===== src/rtl/fbdc_pkg.sv =====
// ---------------------------------------------------------------------------
// Fractional baud divisor calculator: shared package
// Constants, control-word type, microcode program and exponent limit table.
// ---------------------------------------------------------------------------
package fbdc_pkg;

  // Register indexes of the configuration port.
  localparam logic CFG_CLOCK_HZ     = 1'b0;
  localparam logic CFG_DOUBLE_SPEED = 1'b1;

  // Reset value of the clock frequency register.
  localparam logic [31:0] CLOCK_HZ_RESET = 32'd2000000;

  // Range limits: clock / 8 and clock / 4194304, both powers of two.
  localparam int RATE_MAX_SHIFT = 3;
  localparam int RATE_MIN_SHIFT = 22;

  // Exponent search runs over indexes 0..14 (exponent = index - 7).
  localparam logic [3:0] EXP_IDX_LAST = 4'd14;
  localparam logic [3:0] EXP_IDX_ZERO = 4'd7;
  localparam logic [3:0] EXP_IDX_M3   = 4'd4;
  localparam logic [3:0] EXP_OFFSET   = 4'd9;  // index + 9 mod 16 = index - 7

  localparam logic [4:0] DIV_LAST_STEP = 5'd31;

  // Datapath operations.
  localparam logic [2:0] OP_CHECK     = 3'd0;
  localparam logic [2:0] OP_DIV_INIT1 = 3'd1;
  localparam logic [2:0] OP_DIV_STEP  = 3'd2;
  localparam logic [2:0] OP_SEARCH    = 3'd3;
  localparam logic [2:0] OP_PREP     = 3'd4;
  localparam logic [2:0] OP_DIV_INIT2 = 3'd5;
  localparam logic [2:0] OP_FINISH    = 3'd6;
  localparam logic [2:0] OP_REJECT    = 3'd7;

  // Branch conditions.
  localparam logic [1:0] BR_NEVER     = 2'd0;
  localparam logic [1:0] BR_REJ       = 2'd1;
  localparam logic [1:0] BR_DIV_MORE  = 2'd2;
  localparam logic [1:0] BR_SRCH_MORE = 2'd3;

  // Program addresses.
  localparam logic [3:0] PC_CHECK     = 4'd0;
  localparam logic [3:0] PC_DIV_INIT1 = 4'd1;
  localparam logic [3:0] PC_DIV1      = 4'd2;
  localparam logic [3:0] PC_SEARCH    = 4'd3;
  localparam logic [3:0] PC_PREP      = 4'd4;
  localparam logic [3:0] PC_DIV_INIT2 = 4'd5;
  localparam logic [3:0] PC_DIV2      = 4'd6;
  localparam logic [3:0] PC_FINISH    = 4'd7;
  localparam logic [3:0] PC_REJECT    = 4'd8;

  typedef struct packed {
    logic [2:0] op;
    logic [1:0] br;
    logic [3:0] tgt;
  } ctrl_word_t;

  // Microcode store: one control word per step.
  function automatic ctrl_word_t ucode_rom(input logic [3:0] pc);
    ctrl_word_t w;
    begin
      unique case (pc)
        PC_CHECK:     w = '{OP_CHECK,     BR_REJ,       PC_REJECT};
        PC_DIV_INIT1: w = '{OP_DIV_INIT1, BR_NEVER,     PC_CHECK};
        PC_DIV1:      w = '{OP_DIV_STEP,  BR_DIV_MORE,  PC_DIV1};
        PC_SEARCH:    w = '{OP_SEARCH,    BR_SRCH_MORE, PC_SEARCH};
        PC_PREP:      w = '{OP_PREP,      BR_NEVER,     PC_CHECK};
        PC_DIV_INIT2: w = '{OP_DIV_INIT2, BR_NEVER,     PC_CHECK};
        PC_DIV2:      w = '{OP_DIV_STEP,  BR_DIV_MORE,  PC_DIV2};
        PC_FINISH:    w = '{OP_FINISH,    BR_NEVER,     PC_CHECK};
        default:      w = '{OP_REJECT,    BR_NEVER,     PC_CHECK};
      endcase
      return w;
    end
  endfunction

  // Limit that the clock-to-rate ratio must stay below for each exponent.
  function automatic logic [21:0] search_limit(input logic [3:0] idx);
    logic [21:0] v;
    begin
      case (idx)
        4'd0:    v = 22'd255;
        4'd1:    v = 22'd511;
        4'd2:    v = 22'd1023;
        4'd3:    v = 22'd2047;
        4'd4:    v = 22'd4095;
        4'd5:    v = 22'd8190;
        4'd6:    v = 22'd16380;
        4'd7:    v = 22'd32760;
        4'd8:    v = 22'd65520;
        4'd9:    v = 22'd131040;
        4'd10:   v = 22'd262080;
        4'd11:   v = 22'd524160;
        4'd12:   v = 22'd1048320;
        4'd13:   v = 22'd2096640;
        default: v = 22'h3FFFFF;
      endcase
      return v;
    end
  endfunction

endpackage


===== src/rtl/fractional_baud_divisor_calc_core.sv =====
// ---------------------------------------------------------------------------
// Fractional baud divisor calculator
// Works out the exponent and 12-bit divisor of a fractional UART baud
// generator for one requested rate.
// ---------------------------------------------------------------------------
// Usage:
// A request is taken on a clock edge where start is high and busy is low;
// in_target_rate is sampled then. Busy stays high while the request is
// worked on. The result shows on out_ok, out_high_byte and out_low_byte
// for exactly one cycle, marked by out_valid; the receiver cannot stall it.
// A new request may be given in the cycle the result is shown.
// A rejected rate goes from the range check straight to the reject
// step. An accepted rate runs two passes of a 32-step restoring divider
// (clock / rate, then the rounded divisor) and a one-compare-per-cycle
// exponent search, all driven by a 9-word microcode program.
// Configuration (clock_hz at index 0, double_speed at index 1) is written
// through cfg_we, cfg_index and cfg_data; the user must write it only
// while busy is low, as the block itself does not enforce this.
// Reset clears busy and the result strobe and loads the register defaults.
// ---------------------------------------------------------------------------
module fractional_baud_divisor_calc_core (
  input  logic        clk,
  input  logic        rst_n,
  input  logic        start,
  output logic        busy,
  input  logic [31:0] in_target_rate,
  output logic        out_valid,
  output logic        out_ok,
  output logic [7:0]  out_high_byte,
  output logic [7:0]  out_low_byte,
  input  logic        cfg_we,
  input  logic        cfg_index,
  input  logic [31:0] cfg_data
);

  logic [31:0] clock_hz_r;
  logic        double_speed_r;

  logic        busy_r, busy_nxt;
  logic [3:0]  pc_r, pc_nxt;
  logic [31:0] rate_r, rate_nxt;
  logic [31:0] quo_r, quo_nxt;
  logic [31:0] rem_r, rem_nxt;
  logic [31:0] den_r, den_nxt;
  logic [31:0] num_r, num_nxt;
  logic [4:0]  cnt_r, cnt_nxt;
  logic [3:0]  idx_r, idx_nxt;
  logic        den_zero_r, den_zero_nxt;
  logic        out_valid_r, out_valid_nxt;
  logic        out_ok_r, out_ok_nxt;
  logic [7:0]  out_high_r, out_high_nxt;
  logic [7:0]  out_low_r, out_low_nxt;

  fbdc_pkg::ctrl_word_t cw;

  logic [31:0] rate_top, rate_bottom;
  logic        reject;
  logic [32:0] trial;
  logic        srch_more;
  logic [31:0] num_neg;
  logic [2:0]  num_sh;
  logic [3:0]  den_sh;
  logic [31:0] div_val;
  logic        take;

  // Configuration registers.
  always_ff @(posedge clk) begin
    if (!rst_n) begin
      clock_hz_r     <= fbdc_pkg::CLOCK_HZ_RESET;
      double_speed_r <= 1'b0;
    end else if (cfg_we) begin
      case (cfg_index)
        fbdc_pkg::CFG_CLOCK_HZ:     clock_hz_r     <= cfg_data;
        fbdc_pkg::CFG_DOUBLE_SPEED: double_speed_r <= cfg_data[0];
        default:                    clock_hz_r     <= clock_hz_r;
      endcase
    end
  end

  // Control word of the current step.
  assign cw = fbdc_pkg::ucode_rom(pc_r);

  // Supported range; halved again without double speed.
  assign rate_top    = (clock_hz_r >> fbdc_pkg::RATE_MAX_SHIFT) >> !double_speed_r;
  assign rate_bottom = (clock_hz_r >> fbdc_pkg::RATE_MIN_SHIFT) >> !double_speed_r;
  assign reject      = (rate_r == 32'd0) || (rate_r > rate_top) || (rate_r < rate_bottom);

  // One restoring division step.
  assign trial = {rem_r, quo_r[31]} - {1'b0, den_r};

  // Exponent search continues while the ratio reaches the current limit.
  assign srch_more = (quo_r >= {10'd0, fbdc_pkg::search_limit(idx_r)})
                     && (idx_r != fbdc_pkg::EXP_IDX_LAST);

  // Operands of the divisor division.
  assign num_neg = clock_hz_r - (rate_r << 3);
  assign num_sh  = 3'(fbdc_pkg::EXP_IDX_M3 - idx_r);
  assign den_sh  = idx_r - fbdc_pkg::EXP_IDX_M3;

  // Rounded quotient, less one for exponents >= 0; zero for a zero divisor.
  assign div_val = den_zero_r ? 32'd0 :
                   (idx_r >= fbdc_pkg::EXP_IDX_ZERO) ? quo_r - 32'd1 : quo_r;

  // Branch decision of the sequencer.
  always_comb begin
    case (cw.br)
      fbdc_pkg::BR_REJ:       take = reject;
      fbdc_pkg::BR_DIV_MORE:  take = (cnt_r != fbdc_pkg::DIV_LAST_STEP);
      fbdc_pkg::BR_SRCH_MORE: take = srch_more;
      default:                take = 1'b0;
    endcase
  end

  // Sequencer and datapath next values.
  always_comb begin
    busy_nxt      = busy_r;
    pc_nxt        = pc_r;
    rate_nxt      = rate_r;
    quo_nxt       = quo_r;
    rem_nxt       = rem_r;
    den_nxt       = den_r;
    num_nxt       = num_r;
    cnt_nxt       = cnt_r;
    idx_nxt       = idx_r;
    den_zero_nxt  = den_zero_r;
    out_valid_nxt = 1'b0;
    out_ok_nxt    = out_ok_r;
    out_high_nxt  = out_high_r;
    out_low_nxt   = out_low_r;

    if (!busy_r) begin
      if (start) begin
        busy_nxt = 1'b1;
        pc_nxt   = fbdc_pkg::PC_CHECK;
        rate_nxt = in_target_rate;
      end
    end else begin
      pc_nxt = take ? cw.tgt : pc_r + 4'd1;
      unique case (cw.op)
        fbdc_pkg::OP_CHECK: begin
          if (!double_speed_r) begin
            rate_nxt = rate_r << 1;
          end
        end
        fbdc_pkg::OP_DIV_INIT1: begin
          quo_nxt = clock_hz_r;
          den_nxt = rate_r;
          rem_nxt = 32'd0;
          cnt_nxt = 5'd0;
          idx_nxt = 4'd0;
        end
        fbdc_pkg::OP_DIV_STEP: begin
          cnt_nxt = cnt_r + 5'd1;
          if (!trial[32]) begin
            rem_nxt = trial[31:0];
            quo_nxt = {quo_r[30:0], 1'b1};
          end else begin
            rem_nxt = {rem_r[30:0], quo_r[31]};
            quo_nxt = {quo_r[30:0], 1'b0};
          end
        end
        fbdc_pkg::OP_SEARCH: begin
          if (srch_more) begin
            idx_nxt = idx_r + 4'd1;
          end
        end
        fbdc_pkg::OP_PREP: begin
          if (idx_r <= fbdc_pkg::EXP_IDX_M3) begin
            num_nxt = num_neg << num_sh;
            den_nxt = rate_r;
          end else if (idx_r < fbdc_pkg::EXP_IDX_ZERO) begin
            num_nxt = num_neg;
            den_nxt = rate_r << den_sh;
          end else begin
            num_nxt = clock_hz_r;
            den_nxt = rate_r << den_sh;
          end
        end
        fbdc_pkg::OP_DIV_INIT2: begin
          quo_nxt      = num_r + (den_r >> 1);
          rem_nxt      = 32'd0;
          cnt_nxt      = 5'd0;
          den_zero_nxt = (den_r == 32'd0);
        end
        fbdc_pkg::OP_FINISH: begin
          busy_nxt      = 1'b0;
          out_valid_nxt = 1'b1;
          out_ok_nxt    = 1'b1;
          out_high_nxt  = {idx_r + fbdc_pkg::EXP_OFFSET, div_val[11:8]};
          out_low_nxt   = div_val[7:0];
        end
        fbdc_pkg::OP_REJECT: begin
          busy_nxt      = 1'b0;
          out_valid_nxt = 1'b1;
          out_ok_nxt    = 1'b0;
          out_high_nxt  = 8'd0;
          out_low_nxt   = 8'd0;
        end
        default: begin
          busy_nxt = 1'b0;
        end
      endcase
    end
  end

  // Control registers.
  always_ff @(posedge clk) begin
    if (!rst_n) begin
      busy_r      <= 1'b0;
      pc_r        <= fbdc_pkg::PC_CHECK;
      out_valid_r <= 1'b0;
    end else begin
      busy_r      <= busy_nxt;
      pc_r        <= pc_nxt;
      out_valid_r <= out_valid_nxt;
    end
  end

  // Datapath registers.
  always_ff @(posedge clk) begin
    rate_r     <= rate_nxt;
    quo_r      <= quo_nxt;
    rem_r      <= rem_nxt;
    den_r      <= den_nxt;
    num_r      <= num_nxt;
    cnt_r      <= cnt_nxt;
    idx_r      <= idx_nxt;
    den_zero_r <= den_zero_nxt;
    out_ok_r   <= out_ok_nxt;
    out_high_r <= out_high_nxt;
    out_low_r  <= out_low_nxt;
  end

  assign busy          = busy_r;
  assign out_valid     = out_valid_r;
  assign out_ok        = out_ok_r;
  assign out_high_byte = out_high_r;
  assign out_low_byte  = out_low_r;

  // A result appears only as a request finishes.
  a_result_after_busy: assert property (@(posedge clk) disable iff (!rst_n)
    out_valid_r |-> $past(busy_r))
    else $error("result strobe without a request in progress");

  // A rejected request carries zero bytes.
  a_reject_zero: assert property (@(posedge clk) disable iff (!rst_n)
    (out_valid_r && !out_ok_r) |-> (out_high_r == 8'd0 && out_low_r == 8'd0))
    else $error("rejected request with non-zero bytes");

  // An accepted request starts the program at its first step.
  a_start_pc: assert property (@(posedge clk) disable iff (!rst_n)
    (start && !busy_r) |=> (busy_r && pc_r == fbdc_pkg::PC_CHECK))
    else $error("request accepted without starting the program");

  // The exponent index never passes its last value.
  a_idx_range: assert property (@(posedge clk) disable iff (!rst_n)
    (busy_r && pc_r == fbdc_pkg::PC_PREP) |-> (idx_r <= fbdc_pkg::EXP_IDX_LAST))
    else $error("exponent index out of range");

endmodule

===== config.mk =====
export PLATFORM = sky130hd
export DESIGN_NAME = fractional_baud_divisor_calc_core
export DESIGN_NICKNAME = d
export VERILOG_FILES = /design/src/rtl/fbdc_pkg.sv /design/src/rtl/fractional_baud_divisor_calc_core.sv
export SDC_FILE = /design/constraint.sdc
export NUM_CORES = 1
export LEC_CHECK = 0
export BUFFER_PORTS_ARGS = -buffer_cell sky130_fd_sc_hd__clkbuf_2
export CORE_MARGIN = 2
export CORE_UTILIZATION = 38
export CTS_BUF_LIST = sky130_fd_sc_hd__clkbuf_4
export CTS_CLUSTER_SIZE = 16
export DETAILED_ROUTE_END_ITERATION = 6
export PLACE_DENSITY = 0.63
export SYNTH_ARGS = -nofsm -noshare
export SYNTH_HDL_FRONTEND = slang
export SYNTH_SLANG_ARGS = --single-unit
export TNS_END_PERCENT = 20

===== constraint.sdc =====
create_clock -name clk -period 4.7 [get_ports clk]
set_input_delay 0.47 -clock clk [delete_from_list [all_inputs] [get_ports clk]]
set_output_delay 0.47 -clock clk [all_outputs]
set_load 0.1 [all_outputs]

After elaboration in Yosys (flattened, before gate mapping)
Memories as Yosys holds them, arrays and structs flattened. A register that Yosys moved wholly into a read port is not among the register bits.
Cells that the tools add are included.

word-level totals
  register bits after elaboration = 226
  ROM bits = 424
  input port bits = 69
  output and inout bits = 19
  logic and storage cells = 112
  memories = 2

memory list
  memory           depth  width  rd ports  clocked after memory_dff  wr ports  RTL line        text
  (no name shown)  16     22     1         1                         0         fbdc_pkg.sv:82  case (idx)
  (no name shown)  8      9      1         1                         0         fbdc_pkg.sv:63  unique case (pc)

operators by class
  add/sub/neg operators = 10
  $lt $le $gt $ge = 6
  eq/ne operators = 15
  shift operators = 4
  mux-type cells = 32
  bitwise logic cells = 1
  reduce and logical (&&, ||, !) cells = 26

operator list
  operator                 count
  $mux W32                 8
  $pmux W32 S2             2
  $pmux W32 S3             1
  $logic_not A32 Y1        2
  $sub A33 B32 Y33         1
  $add A32 B31 Y32         1
  $ge A32 B22 Y1           1
  $gt A32 B32 Y1           1
  $lt A32 B32 Y1           1
  $pmux W8 S2              2
  $shl A32 B3 Y32          1
  $shl A32 B4 Y32          1
  $shr A10 B1 Y32          1
  $shr A29 B1 Y32          1
  $sub A32 B32 Y32         1
  $mux W12                 2
  $mux W4                  5
  $reduce_and A2 Y1        9
  $eq A3 B3 Y1 const B     4
  $sub A12 B1 Y12 const B  1
  $pmux W5 S2              1
  $reduce_bool A2 Y1       5
  $mux W9                  1
  $add A4 B1 Y4 const B    2
  other kinds (28)         39

Logic depth before layout (Yosys ltp)
Gate-level depths: netlist of the first run.

  depth after elaboration = 10
  gate-level depth with buffers = 17
  depth with buffers taken out = 15

Worst setup path before layout of the first run
Ideal clock, no wire load.

  path kind = reg2reg
  start point = register busy_r, in the netlist busy
  end point = register den_r[0] (enable)
  library setup time = 0.461 ns
  arrival = 3.659 ns
  required time = 4.239 ns
  setup slack = 0.580 ns
  cell stages (with the launch flop) = 4
  path buffers = 1
  clock period less this slack = 4.120 ns
  cell sequence = dfxtp_1 > clkbuf_1 > nand2b_1 > nor3_1

between the ends
  cells in the longest elaborated chain, start to end = 1

RTL lines
  what                         RTL line                                  text
  start, declared              fractional_baud_divisor_calc_core.sv:39   logic busy_r, busy_nxt;
  start signal, assigned       fractional_baud_divisor_calc_core.sv:213  busy_r <= busy_nxt;
  $reduce_and A2 Y1 (no line)  --
  end signal, assigned         fractional_baud_divisor_calc_core.sv:224  den_r <= den_nxt;
  end, declared                fractional_baud_divisor_calc_core.sv:44   logic [31:0] den_r, den_nxt;

No other way between the ends.
A chain may end at the register's enable or synchronous reset.

==> results of run 1 <==
synth_stat cells, types with 16 or more instances:
library cell,n
sky130_fd_sc_hd__mux2_2,39
sky130_fd_sc_hd__nand2b_1,21
sky130_fd_sc_hd__a21o_1,53
sky130_fd_sc_hd__nand4_1,18
sky130_fd_sc_hd__dfxtp_1,69
sky130_fd_sc_hd__clkbuf_1,85
sky130_fd_sc_hd__a211oi_1,23
sky130_fd_sc_hd__mux4_2,19
sky130_fd_sc_hd__ha_1,166
sky130_fd_sc_hd__inv_1,128
sky130_fd_sc_hd__a22oi_1,34
sky130_fd_sc_hd__nor4_1,20
sky130_fd_sc_hd__a21oi_1,185
sky130_fd_sc_hd__and2_1,21
sky130_fd_sc_hd__xnor2_1,56
sky130_fd_sc_hd__o21ai_0,145
sky130_fd_sc_hd__mux2i_1,105
sky130_fd_sc_hd__o31ai_1,16
sky130_fd_sc_hd__o21a_1,23
sky130_fd_sc_hd__a31oi_1,21
sky130_fd_sc_hd__nor3_1,31
sky130_fd_sc_hd__nor2_1,184
sky130_fd_sc_hd__nand2_1,253
sky130_fd_sc_hd__and3_1,17
sky130_fd_sc_hd__o211ai_1,17
sky130_fd_sc_hd__xor2_1,33
sky130_fd_sc_hd__edfxtp_1,187
sky130_fd_sc_hd__nor2b_1,23
sky130_fd_sc_hd__nand3_1,33
critical path, stage by stage (launching register included):
cell and delay, ns:
sky130_fd_sc_hd__dfxtp_2 0.75, sky130_fd_sc_hd__buf_4 0.32, sky130_fd_sc_hd__mux2i_1 0.28, sky130_fd_sc_hd__ha_1 0.29
sky130_fd_sc_hd__a21oi_1 0.14, sky130_fd_sc_hd__nor2b_1 0.06, sky130_fd_sc_hd__o21ai_0 0.22, sky130_fd_sc_hd__a21oi_1 0.11
sky130_fd_sc_hd__o21bai_1 0.25, sky130_fd_sc_hd__o2111ai_2 0.24, sky130_fd_sc_hd__or3_1 0.41, sky130_fd_sc_hd__a31oi_2 0.29
sky130_fd_sc_hd__inv_1 0.12, sky130_fd_sc_hd__ha_1 0.21, sky130_fd_sc_hd__a22o_1 0.20
worst min-delay path by stage:
| stage | to | slack [ns] | depth (start not counted) |
|---|---|---|---|
| global route | rate_r[10] | 0.01 | 2 |
| CTS | rate_r[10] | 0.0005 | 2 |
| detailed placement | pc_r[1] | 0.55 | 2 |
| finish | rate_r[10] | 0.07 | 2 |
| floorplan | clock_hz_r[2] | 0.45 | 2 |
| global placement | clock_hz_r[2] | 0.56 | 2 |
per-layer routing:
metal | share of wire, % | routed length, um | track usage [%] | vias to the layer above
met4 | 7.0 | 4560 | 15.6 | 2
met1 | 41 | 26600 | 29.7 | 8658
met2 | 45 | 29200 | 37.2 | 737
li1 | - | - | - | 8602
met3 | 7.4 | 4830 | 4.81 | 225
met5 | 0.020 | 13 | 0 | -
layout by cell type, fill, tap and decap left out, types with 22 or more instances in the layout:
cell type,synthesis,routed
sky130_fd_sc_hd__nand2_1,253,253
sky130_fd_sc_hd__edfxtp_1,187,187
sky130_fd_sc_hd__a21oi_1,185,184
sky130_fd_sc_hd__nor2_1,184,179
sky130_fd_sc_hd__ha_1,166,166
sky130_fd_sc_hd__o21ai_0,145,145
sky130_fd_sc_hd__inv_1,128,128
sky130_fd_sc_hd__mux2i_1,105,105
sky130_fd_sc_hd__clkbuf_4,0,98
sky130_fd_sc_hd__clkbuf_2,0,87
sky130_fd_sc_hd__dlygate4sd3_1,0,73
sky130_fd_sc_hd__dfxtp_1,69,67
sky130_fd_sc_hd__xnor2_1,56,56
sky130_fd_sc_hd__a21o_1,53,53
sky130_fd_sc_hd__mux2_2,39,39
sky130_fd_sc_hd__buf_4,3,39
sky130_fd_sc_hd__a22oi_1,34,34
sky130_fd_sc_hd__nand3_1,33,33
sky130_fd_sc_hd__xor2_1,33,33
sky130_fd_sc_hd__nor3_1,31,30
sky130_fd_sc_hd__o21a_1,23,23
sky130_fd_sc_hd__a211oi_1,23,23
sky130_fd_sc_hd__nor2b_1,23,22
metrics by stage:
step,setup WS (ns),hold slack [ns]
after floorplan,0.580,0.449
after global placement,0.824,0.565
after detailed placement,0.724,0.547
after CTS,0.706,0.000464
after global routing,0.420,0.0109
final,0.696,0.0713
logic make-up (layout without fill, tap and decap cells):
logic type | Yosys count | after routing | share of synthesized area (%)
AND/OR/NAND/NOR | 670 | 670 | 15.5
buffers and inverters | 235 | 462 | 4.48
XOR/XNOR | 89 | 89 | 3.89
AO/OA/AOI/OAI | 643 | 643 | 20.7
other | 0 | 4 | 0
flip-flops | 256 | 256 | 34.9
multiplexers | 166 | 166 | 9.85
adder cells (fa/ha/maj) | 169 | 169 | 10.7
power by group:
part	internal (mW)	total [mW]	switching, mW
clock network	1.04	2.06	1.02
registers	2.52	2.69	0.163
logic	0.640	1.55	0.907
total	4.20	6.30	2.09
final cells by class:
type                       instances  area [um2]  area share, %
multi-input combinational       1737       12200           53.1
sequential                       256        7000           30.5
timing repair buffer             200        1480           6.44
tap                              688         861           3.75
clock buffer                      98         736           3.21
inverter                         131         492           2.14
clock inverter                    33         181          0.791
antenna                            4        10.0         0.0436
what timing repair did:
item	CTS	global route
hold buffers	73	0
endpoints found under the setup margin	0	0
hold endpoints to repair	64	0
==> results.md, run 1 <==
| Quantity | Value |
| --- | --- |
| Level count of the clock H-tree | 3 |
| Remaining antenna violation count | 0 |
| Final Non-Filler Cells | 3,147 |
| DP Cell Count | 2,939 |
| Placement Cell Area | 0.0213 mm2 |
| Share of flip-flops with an asynchronous set or reset after synthesis | 0% |
| Final instance area | 0.0229 mm2 |
| Netlist cell types | 95 |
| Clk pin slew, worst setup/hold paths | 0.06 ns |
| Post-synth EDFFs | 187 |
| Avg Synthesized Cell Area | 9.00 um2 |
| Fraction of the core area covered by cells at the end of the flow | 43.8% |
| Count of standard-cell rows | 84 |
| Warnings from Yosys | 0 |
| Clock Path Buffers | 3 |
| Count of cells along the worst register-to-register path | 14 |
| Sequential fraction of the synthesis area | 34.9% |
| Starting DRT DRC Count | 1,668 |
| CTS root buf | sky130_fd_sc_hd__clkbuf_4 |
| Via Count | 18,224 |
| Post-Synthesis Cells | 2,228 |
| Power consumption | 6.30 mW |
| Min Clock Period, post-route | 4.00 ns |
| Post-route clock period utilization | 85.2% |
| CTS tree | done |
| Initial core utilization | 38.3% |
| Wire length of the first global-routing pass | 99,500 um |
| Average wire per standard cell | 20.7 um |
| Power density over cell area | 274 mW/mm2 |
| Area growth from synthesis to layout | 14.5% |
| Worst-case register-to-register setup slack | 0.70 ns |
| Antenna violations before repair | 5 |
| Source of the critical timing path | double_speed_r |
| DIE AREA | 0.0546 mm2 |
| DP HPWL | 49,200 um |
| Post-route clock skew | 0.0964 ns |
| Global-route total usage across every layer | 23.8% |
| Clock latency reported for the late side of the worst-skew pair | 0.85 ns |
| RR Startpoint | double_speed_r |
| Max Clk Rate | 250 MHz |
| Max-cap violations | 0 |
| Tightest Pin Transition | 1.23 ns |
| Number of global-route vias before repair | 17,375 |
| Pin count of the biggest net entering global routing | 63 |
| Post-DR vias/cell | 5.79 |
| Post-CTS setup repair buffer count | 0 |
| Cell type with the highest aggregate area in the netlist | sky130_fd_sc_hd__edfxtp_1 |
| Crit Path Category | flip-flop to flip-flop |
| Inserted Clock Buffers | 71 |
| Static power due to leakage | 9.49 nW |
| Final routed wirelength across all metal layers | 65,200 um |
| CORE AREA | 0.0523 mm2 |
| Fill cell total of the finished layout | 5,157 |
| Synthesized netlist net count | 2,466 |
| Summed instance area of the synthesized netlist | 0.0200 mm2 |
| Number of input and output port buffers inserted | 87 |
| Synth Flop Type | sky130_fd_sc_hd__edfxtp_1 |
| Number of storage elements in the synthesis netlist | 256 |
| Num ports | 88 |
| Final-report hold violation count | 0 |
| Worst slew margin relative to its limit | 17.8% |
| Largest driver fanout on the critical path | 24 |
| Required time reported for the critical path endpoint | 5.38 ns |
| Worst min-delay path category | input port to flip-flop |
| Synth top area cells | sky130_fd_sc_hd__edfxtp_1 (28%), sky130_fd_sc_hd__ha_1 (10%), sky130_fd_sc_hd__dfxtp_1 (6.9%) |
| Post_cts resized | 0 |
| Status | finished, final reports clean |
| Clk sinks | 256 |
| Overflow left after global routing | 0 |
| Remaining DRCs | 0 |
| Max rail drop VDD | 0.000165 V |
| Net count of the finished layout | 2,635 |
| Setup TNS after final layout | 0 ns |
| Top-area cell type share of the netlist area | 28.0% |
| Pins over their slew limit | 0 |
| Hold Path Origin | in_target_rate[10] |
| Die Wd | 234 um |
| Router iterations before antenna repair | 6 |
| Crit path DAT | 4.69 ns |
| Final setup vio count | 0 |
| RD Place Congestion | 0.943 |
| Capturing element type of the critical path | flip-flop |
| RSZ-0062 raised after global routing | false |
| Launching element type of the critical path | flip-flop |
| Fraction of final layout cells sized beyond drive strength 1 | 14.2% |
| Die H | 234 um |
(Power assumes the default switching activity.)
==> run 2, diff against run 1 <==
HOLD_SLACK_MARGIN = 0.08   (was default)
==> results.md, run 2 (synthesis results as in run 1) <==
| Quantity | Value | Change |
| --- | --- | --- |
| Crit Path Category | flip-flop to flip-flop | unchanged |
| Initial core utilization | 38.3% | unchanged |
| Static power due to leakage | 9.51 nW | was 9.49 nW |
| CTS tree | done | unchanged |
| Number of input and output port buffers inserted | 87 | unchanged |
| Clk pin slew, worst setup/hold paths | 0.06 ns | about the same |
| Router iterations before antenna repair | 6 | unchanged |
| Post-route clock skew | 0.0949 ns | was 0.0964 ns |
| Top library cells by usage in the layout, fill and taps aside | sky130_fd_sc_hd__nand2_1 (253), sky130_fd_sc_hd__edfxtp_1 (187), sky130_fd_sc_hd__a21oi_1 (184) | unchanged |
| Switching part of the total power | 33.2% | was 33.3% |
| Count of standard-cell rows | 84 | unchanged |
| Global-route total usage across every layer | 23.8% | about the same |
| Portion of total power attributed to the clock network | 32.7% | about the same |
| Capturing element type of the critical path | flip-flop | unchanged |
| Worst slew margin relative to its limit | 19.8% | was 17.8% |
| Final routed wirelength across all metal layers | 65,100 um | was 65,200 um |
| Power density over cell area | 274 mW/mm2 | about the same |
| Post_cts resized | 0 | unchanged |
| Clock Path Buffers | 3 | unchanged |
| Internal power | 4.20 mW | about the same |
| DIE AREA | 0.0546 mm2 | unchanged |
| Relative contribution of combinational cells to total power | 24.6% | about the same |
| Largest driver fanout on the critical path | 24 | unchanged |
| Setup TNS after final layout | 0 ns | unchanged |
| Worst min-delay path category | input port to flip-flop | unchanged |
| Num ports | 88 | unchanged |
| Die Wd | 234 um | unchanged |
| Via Count | 18,193 | was 18,224 |
| Max Clk Rate | 250 MHz | about the same |
| Post-DR vias/cell | 5.78 | was 5.79 |
| Net switching component of the power | 2.09 mW | about the same |
| Die H | 234 um | unchanged |
| Net count of the finished layout | 2,638 | was 2,635 |
| Crit path DAT | 4.68 ns | was 4.69 ns |
| Starting DRT DRC Count | 1,730 | was 1,668 |
| Clock latency reported for the late side of the worst-skew pair | 0.85 ns | about the same |
| Level count of the clock H-tree | 3 | unchanged |
| Tightest hold margin | 0.243 ns | was 0.0713 ns |
| Launching element type of the critical path | flip-flop | unchanged |
| CORE AREA | 0.0523 mm2 | unchanged |
| Required time reported for the critical path endpoint | 5.38 ns | about the same |
| Post-route clock period utilization | 85.0% | was 85.2% |
| Remaining DRCs | 0 | unchanged |
| Area growth from synthesis to layout | 14.6% | was 14.5% |
| Final setup vio count | 0 | unchanged |
| Overflow left after global routing | 0 | unchanged |
| Fraction of final layout cells sized beyond drive strength 1 | 14.2% | about the same |
| Tightest Pin Transition | 1.20 ns | was 1.23 ns |
| Max rail drop VDD | 0.000165 V | about the same |
| Final-report hold violation count | 0 | unchanged |
| Wire length of the first global-routing pass | 99,600 um | was 99,500 um |
| Status | finished, final reports clean | unchanged |
| Clk sinks | 256 | unchanged |
| RD Place Congestion | 0.943 | unchanged |
| Pin count of the biggest net entering global routing | 63 | unchanged |
| RSZ-0062 raised after global routing | false | unchanged |
| Leading cell type in the layout, fill and taps excluded | sky130_fd_sc_hd__nand2_1 | unchanged |
| DP HPWL | 49,200 um | unchanged |
| Average wire per standard cell | 20.7 um | about the same |
| Inserted Clock Buffers | 71 | unchanged |
| Share of power burned in registers | 42.7% | about the same |
| Antenna violations before repair | 5 | unchanged |
| Post-CTS setup repair buffer count | 0 | unchanged |
| Min Clock Period, post-route | 4.00 ns | about the same |
| Number of global-route vias before repair | 17,366 | was 17,375 |
| Remaining antenna violation count | 0 | unchanged |
| CTS root buf | sky130_fd_sc_hd__clkbuf_4 | unchanged |
| Pins over their slew limit | 0 | unchanged |
| Max-cap violations | 0 | unchanged |
| Number of buffers inserted by hold repair at cts | 76 | was 73 |
==> run 2: area by class of cell <==
type,instances,area (um2)
antenna,4,10.0
clock buffer,98,736
clock inverter,33,181
fill,5151,29400
inverter,131,492
multi-input combinational,1737,12200
sequential,256,7000
tap,688,861
timing repair buffer,203,1510
==> run 2: worst paths after layout <==
check | start | end | slack [ns] | cells past startpoint
max | double_speed_r | flip-flop | 0.70 | 14
min | cfg_index | clock_hz_r[31] | 0.24 | 4
max reg2reg | double_speed_r | flip-flop | 0.70 | 14
min reg2reg | pc_r[0] | pc_r[0] | 0.56 | 2
==> run 2: worst max-delay path, cell delays in order, from the launching register on <==
cell                        delay (ns)
sky130_fd_sc_hd__dfxtp_2          0.75
sky130_fd_sc_hd__buf_4            0.32
sky130_fd_sc_hd__mux2i_1          0.27
sky130_fd_sc_hd__ha_1             0.29
sky130_fd_sc_hd__a21oi_1          0.14
sky130_fd_sc_hd__nor2b_1          0.06
sky130_fd_sc_hd__o21ai_0          0.21
sky130_fd_sc_hd__a21oi_1          0.11
sky130_fd_sc_hd__o21bai_1         0.25
sky130_fd_sc_hd__o2111ai_2        0.24
sky130_fd_sc_hd__or3_1            0.41
sky130_fd_sc_hd__a31oi_2          0.29
sky130_fd_sc_hd__inv_1            0.12
sky130_fd_sc_hd__ha_1             0.21
sky130_fd_sc_hd__a22o_1           0.20
==> run 2: per-layer routing <==
layer	routed length (um)	part of all wire (%)	global-route usage (%)	up-vias
met5	13	0.020	0	-
met4	4500	6.9	15.6	2
met3	4570	7.0	4.81	211
met2	29400	45	37.3	739
met1	26700	41	29.8	8634
li1	-	-	-	8607
==> run 2: per-stage QoR <==
step | power (mW) | setup WS, ns | cell area, um2 | cells | util (%)
floorplan | 3.71 | 0.580 | 20000 | 2228 | -
global placement | 4.17 | 0.824 | 21300 | 2939 | 40.7
detailed placement | 4.19 | 0.724 | 21300 | 2939 | 40.7
CTS | 6.32 | 0.706 | 23000 | 3146 | 43.9
global route | 6.63 | 0.420 | 23000 | 3149 | 43.9
finish | 6.29 | 0.703 | 23000 | 3150 | 43.9
==> run 2: power groups by stage <==
stage | registers, mW | logic (mW) | clock network [mW]
after floorplan | 2.68 | 1.04 | 0
after global placement | 2.73 | 1.44 | 0
after detailed placement | 2.73 | 1.46 | 0
after CTS | 2.68 | 1.52 | 2.12
after global routing | 2.69 | 1.70 | 2.25
final | 2.69 | 1.55 | 2.06
==> run 3, diff against run 2 <==
CORE_ASPECT_RATIO = 1.5   (was default)
==> results.md, run 3 (synthesis results as in run 1) <==
| Quantity | Value | Change |
| --- | --- | --- |
| Via Count | 18,175 | was 18,193 |
| Die Wd | 192 um | was 234 um |
| Hold Path Origin | start | was cfg_index |
| Area growth from synthesis to layout | 14.4% | was 14.6% |
| Antenna violations before repair | 1 | was 5 |
| Pins over their slew limit | 0 | unchanged |
| Pin count of the biggest net entering global routing | 63 | unchanged |
| Post-DR vias/cell | 5.80 | was 5.78 |
| Max-cap violations | 0 | unchanged |
| Cell breakdown of the critical path | buf_4, mux2i_1, ha_1, a21oi_1, nor2b_1, o21ai_0, a21oi_1, o21bai_1, o2111ai_2, or3_1, a31oi_2, inv_1, ha_1, a22o_1 | unchanged |
| Wire length of the first global-routing pass | 105,000 um | was 99,600 um |
| Average wire per standard cell | 22.0 um | was 20.7 um |
| Router iterations before antenna repair | 6 | unchanged |
| Status | finished, final reports clean | unchanged |
| CORE AREA | 0.0525 mm2 | was 0.0523 mm2 |
| Final-report hold violation count | 0 | unchanged |
| Max rail drop VDD | 0.000184 V | was 0.000165 V |
| DP Cell Count | 2,943 | was 2,939 |
| Number of input and output port buffers inserted | 87 | unchanged |
| Source of the critical timing path | double_speed_r | unchanged |
| DIE AREA | 0.0547 mm2 | was 0.0546 mm2 |
| Clk sinks | 256 | unchanged |
| Fraction of final layout cells sized beyond drive strength 1 | 14.1% | was 14.2% |
| Die H | 285 um | was 234 um |
| Crit path largest cell delay | 0.70 ns | was 0.75 ns |
| Required time reported for the critical path endpoint | 5.34 ns | was 5.38 ns |
| Top library cells by usage in the layout, fill and taps aside | sky130_fd_sc_hd__nand2_1 (253), sky130_fd_sc_hd__edfxtp_1 (187), sky130_fd_sc_hd__a21oi_1 (184) | unchanged |
| Min Clock Period, post-route | 4.14 ns | was 4.00 ns |
| Buffers & Inverters on Critical Path | 2 | unchanged |
| Count of standard-cell rows | 103 | was 84 |
| Power density over cell area | 274 mW/mm2 | about the same |
| CTS root buf | sky130_fd_sc_hd__clkbuf_4 | unchanged |
| Worst slew margin relative to its limit | 19.1% | was 19.8% |
| Cell at the slowest stage of the critical path | sky130_fd_sc_hd__dfxtp_2 | unchanged |
| Post-route clock period utilization | 88.0% | was 85.0% |
| RR Startpoint | double_speed_r | unchanged |
| Remaining DRCs | 0 | unchanged |
| RD Place Congestion | 0.951 | was 0.943 |
| Largest driver fanout on the critical path | 19 | was 24 |
| Fraction of the core area covered by cells at the end of the flow | 43.7% | was 43.9% |
| Leading cell type in the layout, fill and taps excluded | sky130_fd_sc_hd__nand2_1 | unchanged |
| Final setup vio count | 0 | unchanged |
| Num ports | 88 | unchanged |
| Starting DRT DRC Count | 1,542 | was 1,730 |
| Setup TNS after final layout | 0 ns | unchanged |
| Worst min-delay path category | input port to flip-flop | unchanged |
| Overflow left after global routing | 0 | unchanged |
| RSZ-0062 raised after global routing | false | unchanged |
| CP top delay family | compound AO/OA/AOI/OAI gates | unchanged |
| Clock Path Buffers | 3 | unchanged |
| Capturing element type of the critical path | flip-flop | unchanged |
| Net count of the finished layout | 2,642 | was 2,638 |
| Clk pin slew, worst setup/hold paths | 0.06 ns | about the same |
| Clock latency reported for the late side of the worst-skew pair | 0.79 ns | was 0.85 ns |
| Inserted Clock Buffers | 67 | was 71 |
| Global-route total usage across every layer | 25.2% | was 23.8% |
| Crit Path Category | flip-flop to flip-flop | unchanged |
| Number of global-route vias before repair | 18,042 | was 17,366 |
| Final routed wirelength across all metal layers | 68,800 um | was 65,100 um |
| Final Non-Filler Cells | 3,134 | was 3,150 |
| DP HPWL | 52,700 um | was 49,200 um |
| Initial core utilization | 38.2% | was 38.3% |
| Tightest Pin Transition | 1.21 ns | was 1.20 ns |
| Launching element type of the critical path | flip-flop | unchanged |
| Post-CTS setup repair buffer count | 0 | unchanged |
| Level count of the clock H-tree | 3 | unchanged |
| Max Clk Rate | 242 MHz | was 250 MHz |
| Static power due to leakage | 9.50 nW | was 9.51 nW |
| Crit path DAT | 4.78 ns | was 4.68 ns |
| CTS tree | done | unchanged |
| Post-route clock skew | 0.0733 ns | was 0.0949 ns |
| Power consumption | 6.28 mW | was 6.29 mW |
| Remaining antenna violation count | 0 | unchanged |
==> run 3: cell types whose count changed in the layout (fill, tap and decap cells not counted), sizes merged <==
| cell | change |
|---|---|
| inv | +1 |
| dlygate4sd3 | -2 |
| clkbuf | -9 |
| bufinv | +1 |
| clkinv | -7 |
| diode | -3 |
| buf | +10 |
| clkinvlp | -1 |
==> run 3: worst paths after layout <==
path,end,slack [ns],depth (start not counted)
setup / recovery,flip-flop,0.56,14
hold / removal,busy,0.14,3
setup reg to reg,flip-flop,0.56,14
hold reg to reg,clock_hz_r[2],0.56,2
==> run 3: timing repair <==
action | in CTS | in global routing
hold buffers | 74 | 0
gates resized for setup | 0 | 0
endpoints found under the hold margin | 65 | 0
==> run 3: worst reg2reg max path, delay by kind of cell, from the launching register on <==
kind                       cells  cell delay, ns
AOI/OAI and AO/OA              7            1.64
DFF                            1            0.70
and+or+nand+nor                2            0.50
adders and majority gates      2            0.48
buffers and inverters          2            0.44
muxes                          1            0.26
==> run 3: power breakdown <==
| group | leakage, nW | total (mW) | switching, mW | internal (mW) |
|---|---|---|---|---|
| sequential | 2.29 | 2.69 | 0.164 | 2.52 |
| combinational | 6.72 | 1.57 | 0.920 | 0.649 |
| clock | 0.489 | 2.02 | 1.02 | 0.997 |
| total | 9.50 | 6.28 | 2.11 | 4.17 |
==> run 3: final cells by class <==
class,instances,area [um2]
clock buffers,89,668
inverters,131,492
flip-flops and latches,256,7000
multi-input cells,1737,12200
repair buffers,211,1560
fillers,5120,29500
diodes,1,2.50
well taps,682,853
clock inverters,27,171
==> run 3: stage by stage <==
stage	setup WS (ns)	cell area [um2]	hold WS, ns
6_report	0.562	22900	0.144
5_1_grt	0.320	22900	0.136
4_1_cts	0.640	22900	0.0950
3_5_place_dp	0.674	21400	0.538
3_3_place_gp	0.737	21400	0.544
2_1_floorplan	0.580	20000	0.449
==> run 3: metal layers <==
layer	wire length [um]	up-vias	part of all wire, %	global-route usage [%]
met5	0	-	0	0
met4	5450	0	7.9	18.3
met3	3660	205	5.3	3.52
met2	34600	735	50	44.2
met1	25100	8651	37	27.4
li1	-	8584	-	-
